==> src/sv/ascd_pkg.sv <==
`timescale 1ns / 1ps

package ascd_pkg;

    localparam int MaxWindow = 16;
    localparam int IndexBits = 24;
    localparam int ScoreW    = 16;
    localparam int RegW      = 16;
    localparam int CfgWinW   = 5;
    localparam int CfgIdxW   = 2;

    localparam int RingDepth = 2 * MaxWindow + 1;
    localparam int RingAw    = $clog2(RingDepth);
    localparam int WinW      = $clog2(MaxWindow + 2);
    localparam int CntW      = $clog2(2 * MaxWindow + 1);
    localparam int SumW      = ScoreW + $clog2(2 * MaxWindow);
    localparam int ProdW     = ScoreW + CntW;
    localparam int LhsW      = ProdW + 8;
    localparam int RhsW      = RegW + SumW;
    localparam int InDataW   = ((ScoreW + 7) / 8) * 8;
    localparam int OutDataW  = ((IndexBits + 1 + 7) / 8) * 8;

    localparam logic [CfgIdxW-1:0] CfgWindowWidth    = 2'd0;
    localparam logic [CfgIdxW-1:0] CfgRatioThreshold = 2'd1;
    localparam logic [CfgIdxW-1:0] CfgMinContent     = 2'd2;
    localparam logic [CfgIdxW-1:0] CfgMinSceneLength = 2'd3;

    localparam logic [CfgWinW-1:0] RstWindowWidth    = 5'd2;
    localparam logic [RegW-1:0]    RstRatioThreshold = 16'd768;
    localparam logic [RegW-1:0]    RstMinContent     = 16'd3840;
    localparam logic [RegW-1:0]    RstMinSceneLength = 16'd15;

    typedef struct packed {
        logic [CfgWinW-1:0] window_width;
        logic [RegW-1:0]    ratio_threshold;
        logic [RegW-1:0]    min_content;
        logic [RegW-1:0]    min_scene_length;
    } ascd_cfg_t;

    typedef struct packed {
        logic load;
        logic start;
        logic step;
        logic mul;
        logic emit;
    } ascd_cmd_t;

    typedef struct packed {
        logic lag_lt_w;
        logic last;
        logic d_last;
        logic lag_zero;
        logic out_free;
    } ascd_sts_t;

    function automatic logic [WinW-1:0] eff_width(input logic [CfgWinW-1:0] v);
        logic [WinW-1:0] w;
        if (v == '0) begin
            w = WinW'(1);
        end else if (v > CfgWinW'(MaxWindow)) begin
            w = WinW'(MaxWindow);
        end else begin
            w = WinW'(v);
        end
        return w;
    endfunction

    function automatic logic [RingAw-1:0] ring_addr(input logic [RingAw-1:0] head,
                                                    input logic [RingAw-1:0] back);
        logic [RingAw:0] t;
        t = {1'b0, head} - {1'b0, back};
        if (t[RingAw]) begin
            t = t + (RingAw + 1)'(RingDepth);
        end
        return t[RingAw-1:0];
    endfunction

endpackage

==> src/sv/ascd_ram.sv <==
`timescale 1ns / 1ps

module ascd_ram #(
    parameter int DataW = 16,
    parameter int Depth = 33
) (
    input  logic                     aclk,
    input  logic                     we,
    input  logic [$clog2(Depth)-1:0] waddr,
    input  logic [DataW-1:0]         wdata,
    input  logic [$clog2(Depth)-1:0] raddr_a,
    output logic [DataW-1:0]         rdata_a,
    input  logic [$clog2(Depth)-1:0] raddr_b,
    output logic [DataW-1:0]         rdata_b
);

    logic [DataW-1:0] mem [Depth];

    always_ff @(posedge aclk) begin
        if (we) begin
            mem[waddr] <= wdata;
        end
        rdata_a <= mem[raddr_a];
        rdata_b <= mem[raddr_b];
    end

endmodule

==> src/sv/ascd_ctrl.sv <==
`timescale 1ns / 1ps

module ascd_ctrl
    import ascd_pkg::*;
(
    input  logic      aclk,
    input  logic      aresetn,
    input  logic      in_valid,
    output logic      in_ready,
    input  ascd_sts_t sts,
    output ascd_cmd_t cmd
);

    typedef enum logic [2:0] {
        ST_IDLE,
        ST_CHECK,
        ST_SUM,
        ST_DRAIN,
        ST_MUL,
        ST_EMIT
    } state_t;

    state_t state_reg, state_next;

    always_comb begin
        state_next = state_reg;
        cmd        = '0;
        case (state_reg)
            ST_IDLE: begin
                if (in_valid) begin
                    cmd.load   = 1'b1;
                    state_next = ST_CHECK;
                end
            end
            ST_CHECK: begin
                if (!sts.last && sts.lag_lt_w) begin
                    state_next = ST_IDLE;
                end else begin
                    cmd.start  = 1'b1;
                    state_next = ST_SUM;
                end
            end
            ST_SUM: begin
                cmd.step = 1'b1;
                if (sts.d_last) begin
                    state_next = ST_DRAIN;
                end
            end
            ST_DRAIN: begin
                state_next = ST_MUL;
            end
            ST_MUL: begin
                cmd.mul    = 1'b1;
                state_next = ST_EMIT;
            end
            ST_EMIT: begin
                if (sts.out_free) begin
                    cmd.emit   = 1'b1;
                    state_next = sts.lag_zero ? ST_IDLE : ST_CHECK;
                end
            end
            default: begin
                state_next = ST_IDLE;
            end
        endcase
    end

    always_ff @(posedge aclk) begin
        if (!aresetn) begin
            state_reg <= ST_IDLE;
        end else begin
            state_reg <= state_next;
        end
    end

    assign in_ready = (state_reg == ST_IDLE);

endmodule

==> src/sv/ascd_dp.sv <==
`timescale 1ns / 1ps

module ascd_dp
    import ascd_pkg::*;
(
    input  logic                 aclk,
    input  logic                 aresetn,
    input  ascd_cfg_t            cfg,
    input  ascd_cmd_t            cmd,
    output ascd_sts_t            sts,
    input  logic [ScoreW-1:0]    in_score,
    input  logic                 in_last,
    input  logic                 out_ready,
    output logic                 out_valid,
    output logic [IndexBits-1:0] out_frame_index,
    output logic                 out_is_cut,
    output logic                 out_final
);

    logic [RingAw-1:0]    head_reg, head_next;
    logic [IndexBits-1:0] frames_reg, frames_next;
    logic [IndexBits-1:0] next_idx_reg, next_idx_next;
    logic [RegW-1:0]      skip_reg, skip_next;
    logic                 last_reg, last_next;
    logic [WinW-1:0]      w_reg, w_next;
    logic [WinW-1:0]      lag_reg, lag_next;
    logic [WinW-1:0]      d_reg, d_next;
    logic                 cur_ld_reg, cur_ld_next;
    logic                 a_vld_reg, a_vld_next;
    logic                 b_vld_reg, b_vld_next;
    logic                 mv_reg, mv_next;

    logic [ScoreW-1:0]    cur_reg, cur_next;
    logic [SumW-1:0]      sum_reg, sum_next;
    logic [CntW-1:0]      cnt_reg, cnt_next;
    logic [LhsW-1:0]      lhs_reg, lhs_next;
    logic [RhsW-1:0]      rhs_reg, rhs_next;
    logic                 hot_reg, hot_next;
    logic [IndexBits-1:0] mi_reg, mi_next;
    logic                 mc_reg, mc_next;
    logic                 mf_reg, mf_next;

    logic [IndexBits-1:0] lag_full;
    logic                 a_ok, b_ok;
    logic [RingAw-1:0]    back_a, back_b, wr_addr, raddr_a, raddr_b;
    logic [ScoreW-1:0]    rd_a, rd_b;
    logic [ProdW-1:0]     prod;
    logic                 out_free, cut;

    assign lag_full = frames_reg - IndexBits'(1) - next_idx_reg;
    assign a_ok     = IndexBits'(d_reg) <= next_idx_reg;
    assign b_ok     = d_reg <= lag_reg;
    assign back_a   = RingAw'(lag_reg) + RingAw'(d_reg);
    assign back_b   = b_ok ? RingAw'(lag_reg - d_reg) : '0;
    assign wr_addr  = (head_reg == RingAw'(RingDepth - 1)) ? '0 : head_reg + RingAw'(1);
    assign raddr_a  = cmd.start ? ring_addr(head_reg, RingAw'(lag_full[WinW-1:0]))
                                : ring_addr(head_reg, back_a);
    assign raddr_b  = ring_addr(head_reg, back_b);
    assign out_free = !mv_reg || out_ready;
    assign prod     = ProdW'(cur_reg) * ProdW'(cnt_reg);
    assign cut      = (skip_reg == '0) && (RhsW'(lhs_reg) > rhs_reg) && hot_reg;

    ascd_ram #(
        .DataW(ScoreW),
        .Depth(RingDepth)
    ) u_ring (
        .aclk   (aclk),
        .we     (cmd.load),
        .waddr  (wr_addr),
        .wdata  (in_score),
        .raddr_a(raddr_a),
        .rdata_a(rd_a),
        .raddr_b(raddr_b),
        .rdata_b(rd_b)
    );

    always_comb begin
        head_next     = head_reg;
        frames_next   = frames_reg;
        next_idx_next = next_idx_reg;
        skip_next     = skip_reg;
        last_next     = last_reg;
        w_next        = w_reg;
        lag_next      = lag_reg;
        d_next        = d_reg;
        cur_ld_next   = 1'b0;
        a_vld_next    = 1'b0;
        b_vld_next    = 1'b0;
        mv_next       = mv_reg;
        cur_next      = cur_ld_reg ? rd_a : cur_reg;
        sum_next      = sum_reg + (a_vld_reg ? SumW'(rd_a) : '0)
                                + (b_vld_reg ? SumW'(rd_b) : '0);
        cnt_next      = cnt_reg + CntW'(a_vld_reg) + CntW'(b_vld_reg);
        lhs_next      = lhs_reg;
        rhs_next      = rhs_reg;
        hot_next      = hot_reg;
        mi_next       = mi_reg;
        mc_next       = mc_reg;
        mf_next       = mf_reg;

        if (cmd.load) begin
            head_next   = wr_addr;
            frames_next = frames_reg + IndexBits'(1);
            last_next   = in_last;
            w_next      = eff_width(cfg.window_width);
        end
        if (cmd.start) begin
            lag_next    = lag_full[WinW-1:0];
            d_next      = WinW'(1);
            sum_next    = '0;
            cnt_next    = '0;
            cur_ld_next = 1'b1;
        end
        if (cmd.step) begin
            a_vld_next = a_ok;
            b_vld_next = b_ok;
            d_next     = d_reg + WinW'(1);
        end
        if (cmd.mul) begin
            lhs_next = {prod, 8'b0};
            rhs_next = RhsW'(cfg.ratio_threshold) * RhsW'(sum_reg);
            hot_next = cur_reg > cfg.min_content;
        end
        if (cmd.emit) begin
            mv_next = 1'b1;
            mi_next = next_idx_reg;
            mc_next = cut;
            mf_next = last_reg && (lag_reg == '0);
            if (skip_reg != '0) begin
                skip_next = skip_reg - RegW'(1);
            end else if (cut) begin
                skip_next = cfg.min_scene_length;
            end
            if (last_reg && (lag_reg == '0)) begin
                frames_next   = '0;
                next_idx_next = '0;
                skip_next     = '0;
            end else begin
                next_idx_next = next_idx_reg + IndexBits'(1);
            end
        end else if (mv_reg && out_ready) begin
            mv_next = 1'b0;
        end
    end

    always_ff @(posedge aclk) begin
        if (!aresetn) begin
            head_reg     <= RingAw'(RingDepth - 1);
            frames_reg   <= '0;
            next_idx_reg <= '0;
            skip_reg     <= '0;
            last_reg     <= 1'b0;
            w_reg        <= WinW'(1);
            lag_reg      <= '0;
            d_reg        <= '0;
            cur_ld_reg   <= 1'b0;
            a_vld_reg    <= 1'b0;
            b_vld_reg    <= 1'b0;
            mv_reg       <= 1'b0;
        end else begin
            head_reg     <= head_next;
            frames_reg   <= frames_next;
            next_idx_reg <= next_idx_next;
            skip_reg     <= skip_next;
            last_reg     <= last_next;
            w_reg        <= w_next;
            lag_reg      <= lag_next;
            d_reg        <= d_next;
            cur_ld_reg   <= cur_ld_next;
            a_vld_reg    <= a_vld_next;
            b_vld_reg    <= b_vld_next;
            mv_reg       <= mv_next;
        end
    end

    always_ff @(posedge aclk) begin
        cur_reg <= cur_next;
        sum_reg <= sum_next;
        cnt_reg <= cnt_next;
        lhs_reg <= lhs_next;
        rhs_reg <= rhs_next;
        hot_reg <= hot_next;
        mi_reg  <= mi_next;
        mc_reg  <= mc_next;
        mf_reg  <= mf_next;
    end

    assign sts.lag_lt_w = lag_full < IndexBits'(w_reg);
    assign sts.last     = last_reg;
    assign sts.d_last   = (d_reg == w_reg);
    assign sts.lag_zero = (lag_reg == '0);
    assign sts.out_free = out_free;

    assign out_valid       = mv_reg;
    assign out_frame_index = mi_reg;
    assign out_is_cut      = mc_reg;
    assign out_final       = mf_reg;

endmodule

==> src/sv/adaptive_shot_cut_detector.sv <==
// A frame is decided once as many later frames arrive as the effective width w, or at once on the last;
// each decision runs check, the neighbor-sum loop over the 33-entry ring, drain, multiply and emit,
// and waits in emit while the previous word waits on m_tready. A score holds the input until every
// decision it releases is emitted, so a new score is taken only once the work on the last is done.
// Synchronous reset clears counters, holdoff and output valid and loads register defaults.
`timescale 1ns / 1ps

module adaptive_shot_cut_detector
    import ascd_pkg::*;
(
    input  logic                  aclk,
    input  logic                  aresetn,
    input  logic                  cfg_wr_en,
    input  logic [CfgIdxW-1:0]    cfg_index,
    input  logic [RegW-1:0]       cfg_wdata,
    input  logic                  s_tvalid,
    output logic                  s_tready,
    input  logic [InDataW-1:0]    s_tdata,   // [15:0] score
    input  logic                  s_tlast,
    output logic                  m_tvalid,
    input  logic                  m_tready,
    output logic [OutDataW-1:0]   m_tdata,   // [23:0] frame_index, [24] is_cut
    output logic                  m_tlast
);

    ascd_cfg_t            cfg_reg, cfg_next;
    ascd_cmd_t            cmd;
    ascd_sts_t            sts;
    logic [IndexBits-1:0] frame_index;
    logic                 is_cut;

    always_comb begin
        cfg_next = cfg_reg;
        if (cfg_wr_en) begin
            case (cfg_index)
                CfgWindowWidth:    cfg_next.window_width     = cfg_wdata[CfgWinW-1:0];
                CfgRatioThreshold: cfg_next.ratio_threshold  = cfg_wdata;
                CfgMinContent:     cfg_next.min_content      = cfg_wdata;
                CfgMinSceneLength: cfg_next.min_scene_length = cfg_wdata;
                default:           cfg_next = cfg_reg;
            endcase
        end
    end

    always_ff @(posedge aclk) begin
        if (!aresetn) begin
            cfg_reg.window_width     <= RstWindowWidth;
            cfg_reg.ratio_threshold  <= RstRatioThreshold;
            cfg_reg.min_content      <= RstMinContent;
            cfg_reg.min_scene_length <= RstMinSceneLength;
        end else begin
            cfg_reg <= cfg_next;
        end
    end

    ascd_ctrl u_ctrl (
        .aclk    (aclk),
        .aresetn (aresetn),
        .in_valid(s_tvalid),
        .in_ready(s_tready),
        .sts     (sts),
        .cmd     (cmd)
    );

    ascd_dp u_dp (
        .aclk           (aclk),
        .aresetn        (aresetn),
        .cfg            (cfg_reg),
        .cmd            (cmd),
        .sts            (sts),
        .in_score       (s_tdata[ScoreW-1:0]),
        .in_last        (s_tlast),
        .out_ready      (m_tready),
        .out_valid      (m_tvalid),
        .out_frame_index(frame_index),
        .out_is_cut     (is_cut),
        .out_final      (m_tlast)
    );

    assign m_tdata = OutDataW'({is_cut, frame_index});

`ifndef ASSERT_OFF
    a_emit_needs_room: assert property (@(posedge aclk) disable iff (!aresetn)
        cmd.emit |-> sts.out_free)
        else $error("Decision issued while the output word is still held.");

    a_start_released: assert property (@(posedge aclk) disable iff (!aresetn)
        cmd.start |-> (sts.last || !sts.lag_lt_w))
        else $error("Decision started for a frame that is not yet released.");

    a_one_word_at_a_time: assert property (@(posedge aclk) disable iff (!aresetn)
        (s_tvalid && s_tready) |=> !s_tready)
        else $error("New score accepted while the previous one is still in work.");
`endif

endmodule
==> config.mk <==
export PLATFORM = sky130hd
export DESIGN_NAME = adaptive_shot_cut_detector
export DESIGN_NICKNAME = d
export VERILOG_FILES = /design/src/sv/ascd_pkg.sv /design/src/sv/ascd_ram.sv /design/src/sv/ascd_ctrl.sv /design/src/sv/ascd_dp.sv /design/src/sv/adaptive_shot_cut_detector.sv
export SDC_FILE = /design/constraint.sdc
export NUM_CORES = 2
export LEC_CHECK = 0
export BUFFER_PORTS_ARGS = -buffer_cell sky130_fd_sc_hd__buf_2
export CORE_MARGIN = 2
export CORE_UTILIZATION = 59
export CTS_BUF_LIST = sky130_fd_sc_hd__clkbuf_16
export DETAILED_ROUTE_END_ITERATION = 10
export PLACE_DENSITY = 0.72
export SLEW_MARGIN = 0
export SYNTH_ARGS = -nofsm -noshare
export SYNTH_HDL_FRONTEND = slang
export SYNTH_SLANG_ARGS = --single-unit
==> constraint.sdc <==
create_clock -name aclk -period 10 [get_ports aclk]
set_input_delay 2 -clock aclk [delete_from_list [all_inputs] [get_ports aclk]]
set_output_delay 2 -clock aclk [all_outputs]
set_load 0.05 [all_outputs]
# Yosys cells after proc, flatten, opt, wreduce, memory -nomap -nowiden
# Memory sizes are Yosys's and may differ from the RTL's. A register that Yosys moved wholly into a read port is not among the register bits.
# Index checks and enable logic that the tools add are counted.
# W data, S select, Z words.
[totals]
reg_bits = 275
ram_bits = 528
wordCells = 129
n_memories = 1
[memory_table]
columns = ["name", "words", "word_bits", "read_ports", "rd_ports_with_merged_regs", "wr", "line_no", "text"]
rows = [
  ["u_dp.u_ring.mem", 33, 16, 2, 2, 1, "ascd_ram.sv:17", "logic [DataW-1:0] mem [Depth];"],
]
[classes]
addsub = 19
n_mul = 2
n_lt_le_gt_ge = 6
n_eq_ne = 13
muxes = 38
n_reduce_logical = 24
[ops]
columns = ["operator", "n"]
rows = [
  ["$mux W24", 4],
  ["$mux W16", 5],
  ["$add A24 B1 Y24 const B", 2],
  ["$add A21 B21 Y21", 2],
  ["$gt A30 B37 Y1", 1],
  ["$mul A16 B21 Y37", 1],
  ["$mux W6", 6],
  ["$le A5 B24 Y1", 1],
  ["$lt A24 B5 Y1", 1],
  ["$sub A24 B1 Y24 const B", 1],
  ["$sub A24 B24 Y24", 1],
  ["$mul A16 B6 Y22", 1],
  ["$mux W5", 4],
  ["$add A6 B6 Y6 const B", 3],
  ["$pmux W3 S6", 1],
  ["$gt A16 B16 Y1", 1],
  ["$logic_not A16 Y1", 1],
  ["$reduce_bool A16 Y1", 1],
  ["$sub A16 B1 Y16 const B", 1],
  ["$mux W1", 14],
  ["$sub A6 B6 Y7", 2],
  ["$add A6 B1 Y6", 2],
  ["$reduce_and A2 Y1", 6],
  ["$logic_not A5 Y1", 2],
  ["other kinds (26)", 38],
]

# Logic depth before layout (Yosys ltp)
[depth]
depth_word = 8
depth_mapped = 29
ltp_nobuf = 28

# By module
# From an unflattened synthesis, not the netlist that was laid out.
[unflattened]
hier_cells = 4878
hier_area_um2 = 55025.3
[by_module_without_submodules]
columns = ["mod", "instances", "cells_per_inst", "area_each_um2"]
rows = [
  ["ascd_dp", 1, 2950, 26609.3],
  ["ascd_ram", 1, 1686, 26102.5],
  ["adaptive_shot_cut_detector", 1, 216, 2115.8],
  ["ascd_ctrl", 1, 26, 197.7],
]

# Least setup slack after synthesis
# OpenSTA, ideal clock, no wires.
[synth_path]
kind = "reg2reg"
startpoint = "reg u_dp.sum_reg[9]"
endpoint = "reg u_dp.rhs_reg[35] (data pin)"
t_arrival_ps = 6838
setup_slack_ps = 2897
path_stages_with_launch = 30
n_path_buf = 2
period_less_slack_ps = 7103
path_cell_list = "dfxtp_1 -> clkbuf_1 -> clkbuf_1 -> nand2_1 -> fa_1 -> inv_1 -> fa_1 -> inv_1 -> fa_1 -> inv_1 -> fa_1 -> inv_1 -> fa_1 -> inv_1 -> fa_1 -> ha_1 -> a21o_1 -> a21o_1 -> a21o_1 -> a21o_1 -> a21o_1 -> a21o_1 -> a211o_1 -> a21oi_1 -> o31ai_1 -> o41ai_1 -> o21bai_1 -> a21oi_1 -> o21ai_0 -> xor2_1"
[synth_between]
elab_chain_cells = 1
[synth_rtl]
columns = ["item", "line_no", "text"]
rows = [
  ["start: declaration", "ascd_dp.sv:34", "logic [SumW-1:0] sum_reg, sum_next;"],
  ["start signal: assignment", "ascd_dp.sv:178", "sum_reg <= sum_next;"],
  ["$mul A16 B21 Y37", "ascd_dp.sv:121", "rhs_next = RhsW'(cfg.ratio_threshold) * RhsW'(sum_reg);"],
  ["end signal: assignment", "ascd_dp.sv:181", "rhs_reg <= rhs_next;"],
  ["end: declaration", "ascd_dp.sv:37", "logic [RhsW-1:0] rhs_reg, rhs_next;"],
]
# Every way passes these cells.
# A chain may end at the register's enable or synchronous reset.

# Worst setup path after layout
[layout_path]
startpoint = "reg cfg_reg[33] (netlist name)"
endpoint = "reg u_dp.rhs_reg[35] (data pin)"
[layout_between]
elab_chain_cells = 1
[layout_rtl]
columns = ["item", "line_no", "text"]
rows = [
  ["start: declaration", "adaptive_shot_cut_detector.sv:26", "ascd_cfg_t cfg_reg, cfg_next;"],
  ["start signal: assignment", "adaptive_shot_cut_detector.sv:52", "cfg_reg <= cfg_next;"],
  ["$mul A16 B21 Y37", "ascd_dp.sv:121", ""],
]
# Every way passes these cells.

==> run summary <==
Area Growth Syn to Fin = 7.95%
Reg-to-Reg Start = cfg_reg[33]
hold path depth = 0
syn_area_per_cell = 11.0 sq um
total negative slack = 0 ns
HP Class = flop to flop
pre-CTS setup slack = 1.89 ns
RD Place Congestion = 0.902
setup ws final = 1.90 ns
Worst VDD drop = 0.00105 V
Yosys top cell by area = edfxtp_1
status = finished clean
Reg-to-Reg End = u_dp.rhs_reg[35]
Mapped Cells = 4994
pin slew with the least headroom to its limit = 1.28 ns
Worst Path Buf+Inv = 5
Final nets = 5617
Area contributors post-synth = edfxtp_1, fa_1, dfxtp_1
num ports = 75
area of the mapped netlist = 54900 sq um
CP startpoint kind = flop
DP HPWL = 99700 microns
PD cells = 307 nW/um^2
hold endpoint = u_dp.cur_reg[3]
Ys Warns = 0
Post-CTS Hold Fix Bufs = 0
total length of routed wires = 147000 microns
core box area = 91900 sq um
iteration-0 DRC count of the detailed router = 4482
Sink Count = 835
clock root cell = clkbuf_16
cell family with most CP delay = adder cells
Clock Path Buffers = 3
crit path max-delay cell type = dfxtp_1
utilization after layout = 64.5%
total gr overflow = 0
DRT Pass-1 Iters = 6
PortBufs = 67
final setup fails = 0
Max-slew headroom = 14.6%
Synth top area share = 34.4%
Final Max Tran Viols = 0
antenna-violating nets left = 0
#FFs+latches synth = 835
CP endpoint kind = flop
Reg2Reg Setup Slack = 1.90 ns
Clk Latency, worst-skew pair = 0.69 ns
die height = 309 microns
Tcrit/Tclk final = 81.0%
CP Max Fanout = 22
Avg WL per Cell = 23.3 microns
pin count of the biggest net entering global routing = 144
Post-synth EDFFs = 630
layout cells sized above 1 = 9.57%
post-route cell area = 59300 sq um
Hold Worst Slack = 0.422 ns
slowest cell delay on critical path = 0.80 ns
CTS tree = yes
Die ar. = 95600 sq um
GR Util All Layers = 31.1%
row count = 111
critical path data required time = 10.41 ns
Post-DP Area = 56500 sq um
H-tree depth = 3
Clock Skew = 0.0448 ns
vias in the first global route = 39100
count leader, synth = nand2_1
sequential element share of the synthesized area = 41.9%
Arr. time, crit path = 8.51 ns
FF-to-FF path depth = 27
initial antenna violation count = 6
Period minus WS final = 8.10 ns
Post-CTS Setup Bufs = 0
first-pass GRT wire length = 226000 microns
min-delay src = u_dp.u_ring.rdata_a[3]
critical path class = flop to flop
post-CTS resize count = 0
post-route insts no fill = 6285
Post-Place Cells = 6118
Post-synth ARST share = 0%
Commonest cells post-synth = nand2_1, edfxtp_1, inv_1
count of cell types in the netlist = 103
DRC = 0
setup repair after global routing missed its margin = false
main flop type after synthesis = edfxtp_1
f_max = 0.124 GHz
routed vias/inst = 6.21
endpoints failing hold = 0
leakage = 23.9 nW
maxcap violations = 0
Power Total = 18.2 mW
Die W = 309 microns
max reg flops = 528
total CTS buffers = 88
vias = 39000
starting density of the core = 59.8%
CTS clock-pin slew for the worst setup and hold paths = 0.06 ns
[layout make-up]
class | count | area, sq um
inverters | 554 | 2080
flip-flops and latches | 835 | 23000
fillers | 7184 | 32600
clock inverters | 76 | 608
multi-input cells | 3346 | 28900
repair buffers | 140 | 933
clock buffers | 88 | 2200
well taps | 1243 | 1560
diodes | 3 | 7.51
[worst max-delay path by stage]
| stage | from | to | slack, ns | cells past startpoint |
|---|---|---|---|---|
| 4_1_cts | cfg_reg[33] | u_dp.rhs_reg[35] | 1.92 | 27 |
| 2_1_floorplan | u_dp.sum_reg[9] | u_dp.rhs_reg[35] | 2.90 | 29 |
| 3_5_place_dp | cfg_reg[33] | u_dp.rhs_reg[35] | 1.89 | 27 |
| 3_3_place_gp | cfg_reg[33] | u_dp.rhs_reg[35] | 2.08 | 27 |
| 5_1_grt | cfg_reg[36] | u_dp.rhs_reg[35] | 1.47 | 27 |
| 6_report | cfg_reg[33] | u_dp.rhs_reg[35] | 1.90 | 27 |
[where the power goes]
| group | leakage [nW] | switching [mW] | internal [mW] |
|---|---|---|---|
| registers | 7.34 | 0.300 | 3.98 |
| clock network | 1.42 | 1.43 | 1.77 |
| logic | 15.1 | 6.70 | 4.04 |
| total | 23.9 | 8.42 | 9.79 |
[layer usage]
layer | share of wire, % | global-route usage (%) | wire length (microns)
met1 | 39 | 41.5 | 57700
met2 | 46 | 49.7 | 67500
met3 | 9.4 | 5.23 | 13700
met4 | 5.2 | 15.0 | 7650
met5 | 0.021 | 0 | 31
[worst register-to-register path, stage by stage, from the launching register on]
cell,delay [ns]
dfxtp_1,0.80
nand2_1,0.18
fa_1,0.57
inv_1,0.05
fa_1,0.54
inv_1,0.06
fa_1,0.50
inv_1,0.05
fa_1,0.54
inv_1,0.05
fa_1,0.47
inv_1,0.04
fa_1,0.43
ha_1,0.35
a21o_1,0.21
a21o_1,0.18
a21o_1,0.19
a21o_1,0.20
a21o_1,0.17
a21o_1,0.18
a211o_1,0.31
a21oi_1,0.34
o31ai_1,0.23
o41ai_1,0.50
o21bai_1,0.17
a21oi_1,0.24
o21ai_0,0.13
xor2_1,0.16
[layout by cell type, fill, tap and decap left out, types with 53 or more instances in the layout]
master	n
nand2_1	732
edfxtp_1	630
inv_1	566
fa_1	348
ha_1	264
dfxtp_1	205
and2_1	196
nor2_1	170
a21oi_1	167
mux2i_1	157
nand3_1	144
mux4_2	130
o21ai_0	105
xnor2_1	101
clkbuf_16	88
buf_4	69
a21boi_0	68
buf_2	67
xor2_1	55
a211oi_1	53
[cells by family (layout without fill, tap and decap cells)]
kind of cell             count (synthesis)  count (layout)  share of synthesized area (%)
AO/OA/AOI/OAI                          738             738                           9.29
XOR/XNOR                               162             162                           2.58
adder cells (fa/ha/maj)                612             612                           18.7
buffers and inverters                  819             858                           5.89
flip-flops                             835             835                           41.9
multiplexers                           311             311                           8.68
other                                    1              10                        0.00683
AND/OR/NAND/NOR                       1516            1516                           12.9
No activity file was read; power rests on OpenSTA's default activity.
